===== src/sv/fls_pkg.sv =====
// ============================================================================
// fls_pkg: shared types and constants for the lottery selector
// Widths, stream packing offsets, controller states and the command/status
// structs exchanged between controller and datapath.
// ============================================================================
package fls_pkg;

    // Default parameter values
    localparam int FLS_NUM_SOURCES = 8;
    localparam int FLS_RAND_BITS   = 16;

    // Field widths
    localparam int TICK_W  = 32;
    localparam int FLOOR_W = 16;
    localparam int CNT_W   = 48;
    localparam int RND_FW  = 16;
    localparam int MASK_W  = 8;
    localparam int SIDX_W  = 3;

    // Input stream packing, lowest bit first
    localparam int IDX_LSB   = 0;
    localparam int BASE_LSB  = IDX_LSB + SIDX_W;
    localparam int FOUND_LSB = BASE_LSB + FLOOR_W;
    localparam int EXEC_LSB  = FOUND_LSB + CNT_W;
    localparam int RND_LSB   = EXEC_LSB + CNT_W;
    localparam int MASK_LSB  = RND_LSB + RND_FW;
    localparam int S_FIELD_W = MASK_LSB + MASK_W;
    localparam int S_TDATA_W = ((S_FIELD_W + 7) / 8) * 8;

    // Output stream packing
    localparam int M_FIELD_W = SIDX_W + TICK_W;
    localparam int M_TDATA_W = ((M_FIELD_W + 7) / 8) * 8;

    // Divider sizes
    localparam int DIV_NUM_W = 2 * TICK_W;
    localparam int DIV_DEN_W = TICK_W;

    localparam logic [TICK_W-1:0] TICK_MAX = '1;

    typedef enum logic [3:0] {
        ST_IDLE,
        ST_DECODE,
        ST_FLOOR_WR,
        ST_ADJ_CHK,
        ST_ADJ_MUL,
        ST_DIV_GO,
        ST_DIV_RUN,
        ST_ADJ_WR,
        ST_DRAW,
        ST_WALK,
        ST_ROTATE,
        ST_OUT
    } fls_state_t;

    typedef enum logic [1:0] {
        RD_IDX,
        RD_WIN,
        RD_WALK,
        RD_PICK
    } rd_sel_t;

    typedef enum logic [1:0] {
        MUL_REWARD,
        MUL_PENALTY,
        MUL_DRAW
    } mul_sel_t;

    typedef struct packed {
        logic     capture;
        logic     rd_en;
        rd_sel_t  rd_sel;
        logic     floor_wr;
        logic     streak_inc;
        logic     mul_en;
        mul_sel_t mul_sel;
        logic     div_start;
        logic     adj_wr;
        logic     walk_clr;
        logic     walk_step;
        logic     rotate;
        logic     load_out;
    } fls_cmd_t;

    typedef struct packed {
        logic req_set;
        logic idx_ok;
        logic reward;
        logic penalty;
        logic t_zero;
        logic b_gt_t;
        logic div_busy;
        logic walk_done;
        logic out_free;
    } fls_status_t;

    // Add two 32-bit counts, saturating at all ones
    function automatic logic [TICK_W-1:0] sat_add32(input logic [TICK_W-1:0] a,
                                                    input logic [TICK_W-1:0] b);
        logic [TICK_W:0] s;
        s = {1'b0, a} + {1'b0, b};
        return s[TICK_W] ? TICK_MAX : s[TICK_W-1:0];
    endfunction

    // Subtract, clamping at zero
    function automatic logic [TICK_W-1:0] clamp_sub32(input logic [TICK_W-1:0] a,
                                                      input logic [TICK_W-1:0] b);
        return (a >= b) ? (a - b) : '0;
    endfunction

endpackage


===== src/sv/fls_ctrl.sv =====
// ============================================================================
// fls_ctrl: sequencing controller
// Walks one request at a time through decode, ticket adjustment, draw,
// running-sum walk, rotation and result hand-off.
// ============================================================================
module fls_ctrl (
    input  logic                 aclk,
    input  logic                 aresetn,
    input  logic                 s_tvalid,
    output logic                 s_tready,
    input  fls_pkg::fls_status_t status,
    output fls_pkg::fls_cmd_t    cmd
);
    import fls_pkg::*;

    fls_state_t state_reg, state_next;

    always_ff @(posedge aclk) begin
        if (!aresetn) begin
            state_reg <= ST_IDLE;
        end else begin
            state_reg <= state_next;
        end
    end

    // Next state and commands
    always_comb begin
        state_next  = state_reg;
        cmd         = '0;
        cmd.rd_sel  = RD_WIN;
        cmd.mul_sel = MUL_DRAW;
        s_tready    = 1'b0;
        case (state_reg)
            ST_IDLE: begin
                s_tready    = 1'b1;
                cmd.capture = s_tvalid;
                if (s_tvalid) begin
                    state_next = ST_DECODE;
                end
            end
            ST_DECODE: begin
                cmd.rd_en  = 1'b1;
                cmd.rd_sel = status.req_set ? RD_IDX : RD_WIN;
                if (status.req_set) begin
                    state_next = status.idx_ok ? ST_FLOOR_WR : ST_IDLE;
                end else begin
                    state_next = ST_ADJ_CHK;
                end
            end
            ST_FLOOR_WR: begin
                cmd.floor_wr = 1'b1;
                state_next   = ST_IDLE;
            end
            ST_ADJ_CHK: begin
                if (status.reward) begin
                    state_next = (status.t_zero || status.b_gt_t) ? ST_ADJ_WR : ST_ADJ_MUL;
                end else if (status.penalty) begin
                    cmd.streak_inc = 1'b1;
                    state_next     = status.t_zero ? ST_ADJ_WR : ST_ADJ_MUL;
                end else begin
                    state_next = ST_DRAW;
                end
            end
            ST_ADJ_MUL: begin
                cmd.mul_en  = 1'b1;
                cmd.mul_sel = status.reward ? MUL_REWARD : MUL_PENALTY;
                state_next  = ST_DIV_GO;
            end
            ST_DIV_GO: begin
                cmd.div_start = 1'b1;
                state_next    = ST_DIV_RUN;
            end
            ST_DIV_RUN: begin
                if (!status.div_busy) begin
                    state_next = ST_ADJ_WR;
                end
            end
            ST_ADJ_WR: begin
                cmd.adj_wr = 1'b1;
                state_next = ST_DRAW;
            end
            ST_DRAW: begin
                cmd.mul_en   = 1'b1;
                cmd.mul_sel  = MUL_DRAW;
                cmd.walk_clr = 1'b1;
                cmd.rd_en    = 1'b1;
                cmd.rd_sel   = RD_WALK;
                state_next   = ST_WALK;
            end
            ST_WALK: begin
                cmd.walk_step = 1'b1;
                cmd.rd_en     = 1'b1;
                cmd.rd_sel    = RD_WALK;
                if (status.walk_done) begin
                    state_next = ST_ROTATE;
                end
            end
            ST_ROTATE: begin
                cmd.rotate = 1'b1;
                cmd.rd_en  = 1'b1;
                cmd.rd_sel = RD_PICK;
                state_next = ST_OUT;
            end
            ST_OUT: begin
                if (status.out_free) begin
                    cmd.load_out = 1'b1;
                    state_next   = ST_IDLE;
                end
            end
            default: begin
                state_next = ST_IDLE;
            end
        endcase
    end

endmodule


===== config.mk =====
export PLATFORM = sky130hd
export DESIGN_NAME = fls_ctrl
export DESIGN_NICKNAME = d
export VERILOG_FILES = /design/src/sv/fls_pkg.sv /design/src/sv/fls_ctrl.sv
export SDC_FILE = /design/constraint.sdc
export NUM_CORES = 1
export LEC_CHECK = 0
export BUFFER_PORTS_ARGS = -buffer_cell sky130_fd_sc_hd__buf_4
export CAP_MARGIN = 20
export CORE_UTILIZATION = 39
export DETAILED_ROUTE_END_ITERATION = 8
export PLACE_DENSITY = 0.74
export SLEW_MARGIN = 10
export SYNTH_ARGS = -nofsm -noshare
export SYNTH_HDL_FRONTEND = slang
export SYNTH_SLANG_ARGS = --single-unit

===== constraint.sdc =====
create_clock -name aclk -period 1.4 [get_ports aclk]
set_input_delay 0.28 -clock aclk [delete_from_list [all_inputs] [get_ports aclk]]
set_output_delay 0.28 -clock aclk [all_outputs]
set_load 0.01 [all_outputs]

==> metrics.md, run 1 <==
| Metric | Value |
|---|---|
| Seq cells post-synth | `4` |
| Die Height | `38.8 um` |
| EDFF count, synth | `0` |
| Mux contribution to synthesized area | `0%` |
| Commonest cells post-synth | `11 x nor2_1, 7 x nor3_1, 6 x nand2_1` |
| Synth area leaders | `dfxtp_1 15%, nor2_1 7.8%, nor3_1 6.6%, o2bb2ai_4 5.2%, nor4bb_4 4.7%` |
| Synth cell types | `34` |
| CTS hold repair buffers | `0` |
| Netlist Area Pre-Place | `529 um2` |
| Stop err | `[ERROR DPL-0033] detailed placement checks failed during check placement.` |
| Yosys warns | `0` |
| Dpl hpwl | `1300 um` |
| Bufs on Longest Clock Path | `2` |
| Starting Density | `44.6%` |
| Failed at | `clock tree synthesis (4_1_cts)` |
| Post-synth top area cell | `dfxtp_1` |
| Rows | `12` |
| Final Wtd Congestion | `0.880` |
| Post-CTS resize count | `42` |
| Share of the synthesized area in the top cell type | `15.1%` |
| DP Worst Slack | `-0.125 ns` |
| Synth Area in Compound Gates | `31.2%` |
| Post-CTS Setup Repair Bufs | `20` |
| Status | `aborted with a tool error` |
| CTS Sinks | `4` |
| Sequential fraction of the synthesis area | `15.1%` |
| Mapped Cells | `73` |
| Largest family of logic cells by synthesized area | `simple AND/OR/NAND/NOR gates` |
| Clock root cell | `clkbuf_4` |
| Die width | `38.8 um` |
| Simple-gate share of the synthesized area | `44.7%` |
| Ys async rst share | `0%` |
| Syn_nets | `85` |
| Boundary Pins | `28` |
| CTS buffer count | `3` |
| Dominant synthesized flop cell | `dfxtp_1` |
| Count leader, synth | `nor2_1` |
| Adder-Cell Fraction of Synth Area | `0%` |
| Dpl cells | `119` |
| Synth Area per Inst | `7.25 um2` |
| IO buf count | `27` |
| H-tree depth | `1` |
| Post-synthesis xor/xnor area fraction | `1.65%` |
[logic make-up after synthesis]
family                 count (synthesis)
AO/OA/AOI/OAI                         19
buffers and inverters                  9
AND/OR/NAND/NOR                       40
XOR/XNOR                               1
flip-flops                             4
[through the flow]
stage	TNS (ns)	hold slack, ns	area (um2)
2_1_floorplan	0	0.403	563
3_3_place_gp	-0.777	0.553	837
3_5_place_dp	-1.06	0.563	837
==> run 2, diff against run 1 <==
Settings changed: CORE_AREA from default to 2 2 63 65, CORE_UTILIZATION 39 to default, DIE_AREA from default to 0 0 65 67, PLACE_DENSITY 0.74 to default, PLACE_DENSITY_LB_ADDON from default to 0.15.
Clock period 1.4 ns to 1.8 ns, I/O delays scaled along.
==> run 2 against run 1 <==
Synthesized cell count stayed put; area after synthesis stayed put; the flow now finishes without violations.
==> metrics.md, run 2 <==
| Metric | Value |
|---|---|
| Normalized max-slew margin | `78.3%` |
| Setup_tns | `0 ns` |
| Post-CTS resize count | `3 (-93%)` |
| Final period util | `97.2%` |
| Status | `complete, no violations` |
| Max incr delay on CP | `0.41 ns` |
| Commonest cells post-synth | `11 x nor2_1, 7 x nor3_1, 6 x nand2_1` |
| Req. time, crit path | `1.44 ns` |
| Max FFs per register | `4` |
| NetSw | `0.521 mW` |
| Sequential Power Share | `20.6%` |
| Die area | `4360 um2` |
| Max Slew Vio Count | `0` |
| Peak VDD IR | `0.318 mV` |
| Ys async rst share | `0% (unchanged)` |
| WS Path Type | `reg2out` |
| Post-synth top area cell | `dfxtp_1` |
| Count leader, synth | `nor2_1` |
| Boundary Pins | `28 (unchanged)` |
| Netlist Area Pre-Place | `529 um2 (unchanged)` |
| EDFF count, synth | `0 (unchanged)` |
| Comb pwr share | `64.3%` |
| Crit path max-delay cell type | `or3_1` |
| First-pass GRT wire length | `2930 um` |
| CTS hold repair buffers | `0 (unchanged)` |
| Synth Area in Compound Gates | `31.2% (unchanged)` |
| Via Count | `639` |
| Starting Density | `14.7% (-30 points)` |
| Dominant synthesized flop cell | `dfxtp_1` |
| Mapped Cells | `73 (unchanged)` |
| Worst min-delay path category | `in2reg` |
| Int Power | `0.689 mW` |
| Drc violations | `0` |
| Fillers | `403` |
| Final hold vios | `0` |
| Critical path launch point type | `flop` |
| Critical-path maximum fanout | `14` |
| Total Routing Usage GR | `8.65%` |
| Die Height | `67 um (+73%)` |
| CP most frequent cell | `buf_4` |
| Clk network pwr share | `15.0%` |
| Sw frac | `43.1%` |
| GR Util met3 | `1.86%` |
| Vias per cell | `4.26` |
| Drt first pass iters | `4` |
| Worst path cell trace | `buf_4 -> or3_1 -> nor2_1 -> buf_4` |
| Synth area leaders | `dfxtp_1 15%, nor2_1 7.8%, nor3_1 6.6%, o2bb2ai_4 5.2%, nor4bb_4 4.7%` |
| Largest family of logic cells by synthesized area | `simple AND/OR/NAND/NOR gates` |
| Maxcap violations | `0` |
| Worst Setup End Kind | `primary output` |
| Grt ovf | `0` |
| Total power | `1.21 mW` |
| Mux contribution to synthesized area | `0% (unchanged)` |
| H-tree depth | `1 (unchanged)` |
| Synth cell types | `34 (unchanged)` |
| IO buf count | `27 (unchanged)` |
| Global routing's busiest layer | `met2` |
| Rows | `22 (+10)` |
| Final min period | `1.75 ns` |
| Syn_nets | `85 (unchanged)` |
| Share of the synthesized area in the top cell type | `15.1% (unchanged)` |
| RSZ-0062 raised after global routing | `false` |
| Die width | `65 um (+67%)` |
| Yosys warns | `0 (unchanged)` |
| Initial antenna violation count | `0` |
| Fmax | `572 MHz` |
| Clock root cell | `clkbuf_8` |
| CTS Sinks | `4 (unchanged)` |
| Sequential fraction of the synthesis area | `15.1% (unchanged)` |
| Clock-pin slew on the worst setup and hold paths | `0.03 ns` |
| Post-synthesis xor/xnor area fraction | `1.65% (unchanged)` |
| Bufs on Longest Clock Path | `2 (unchanged)` |
| Most common cell after layout, fill and taps aside | `buf_4` |
| Clk_lat worst skew | `0.21 ns` |
| Final WL | `1810 um` |
| Endpoints failing setup | `0` |
| Met2 Usage GRT | `14.7%` |
| CTS buffer count | `3 (unchanged)` |
| Final Wtd Congestion | `0.755 (-14%)` |
| Layout cells sized above 1 | `44.1%` |
| Worst Path Arrival | `1.39 ns` |
| Average wire per standard cell | `12.0 um` |
| P&R area growth vs syn | `61.7%` |
| Nets | `116` |
| Vias in the first global route | `653` |
| First DRT Iteration DRCs | `12` |
| ANT cells | `0` |
| Min Hold Slack | `0.413 ns` |
| Simple-gate share of the synthesized area | `44.7% (unchanged)` |
| Core ar. | `3610 um2` |
| Final setup skew | `0.00279 ns` |
| Synth Area per Inst | `7.25 um2 (unchanged)` |
| Pwr Density | `1410 nW/um2` |
| Post-CTS Setup Repair Bufs | `0 (-100%)` |
| Most frequent cells in the layout | `32 x buf_4, 11 x nor2_1, 7 x nor3_1, 6 x nand2_1` |
| CTS tree | `yes` |
| Slew of the pin with the lowest slew margin | `0.323 ns` |
| GR Layer Usage met1 | `11.3%` |
| Seq cells post-synth | `4 (unchanged)` |
| Routed Antenna Nets | `0` |
| Dpl hpwl | `1490 um (+14%)` |
| Adder-Cell Fraction of Synth Area | `0% (unchanged)` |
| Static leakage power | `0.352 nW` |
| Largest net degree at the start of global routing | `15` |
==> run 2: worst paths after layout <==
| check | to | slack [ns] | start | depth (start not counted) |
|---|---|---|---|---|
| max | cmd[6] | 0.05 | state_reg[0] | 4 |
| min | state_reg[0] | 0.41 | aresetn | 3 |
| max reg2reg | state_reg[0] | 0.28 | state_reg[3] | 5 |
| min reg2reg | state_reg[2] | 0.52 | state_reg[2] | 2 |
==> run 2: per-layer routing <==
layer | up-vias | part of all wire (%)
li1 | 332 | -
met1 | 289 | 51
met2 | 18 | 45
met3 | 0 | 4.4
met4 | 0 | 0
met5 | - | 0
==> run 2: worst max-delay path, delay by kind of cell, from the launching register on <==
kind	cells	cell delay, ns
simple gates	2	0.51
flops	1	0.38
buf+inv	2	0.28
==> run 2: layout make-up <==
class                      instances  area [um2]  share of cell area, %
multi-input combinational         60         417                   48.7
timing repair buffer              32         240                   28.1
sequential                         4        86.3                   10.1
tap                               48        60.1                   7.02
clock buffer                       3        41.3                   4.82
inverter                           3        11.3                   1.32
==> run 2: cell families (layout without fill, tap and decap cells) <==
kind of cell / Yosys count / after routing
AOI/OAI and AO/OA: 19 / 19
buffers and inverters: 9 / 38
DFF: 4 / 4
xor gates and xnor gates: 1 / 1
and+or+nand+nor: 40 / 40
==> run 2: power groups by stage <==
stage                     sequential, mW  combinational [mW]  clock (mW)
after detailed placement           0.234               0.773           0
after floorplan                    0.163               0.519           0
after CTS                          0.240               0.775       0.188
after global placement             0.233               0.780           0
after global routing               0.262               0.860       0.195
final                              0.250               0.778       0.182
==> run 2: stage by stage <==
step                      instance area (um2)  utilization [%]  setup WS [ns]  cells
final                                     856             23.7         0.0508    150
after global routing                      856             23.7        0.00721    150
after CTS                                 847             23.5         0.0271    150
after detailed placement                  802             22.2          0.151    147
after global placement                    802             22.2          0.151    147
after floorplan                           529                -         0.0574     73
(Power assumes the default switching activity.)
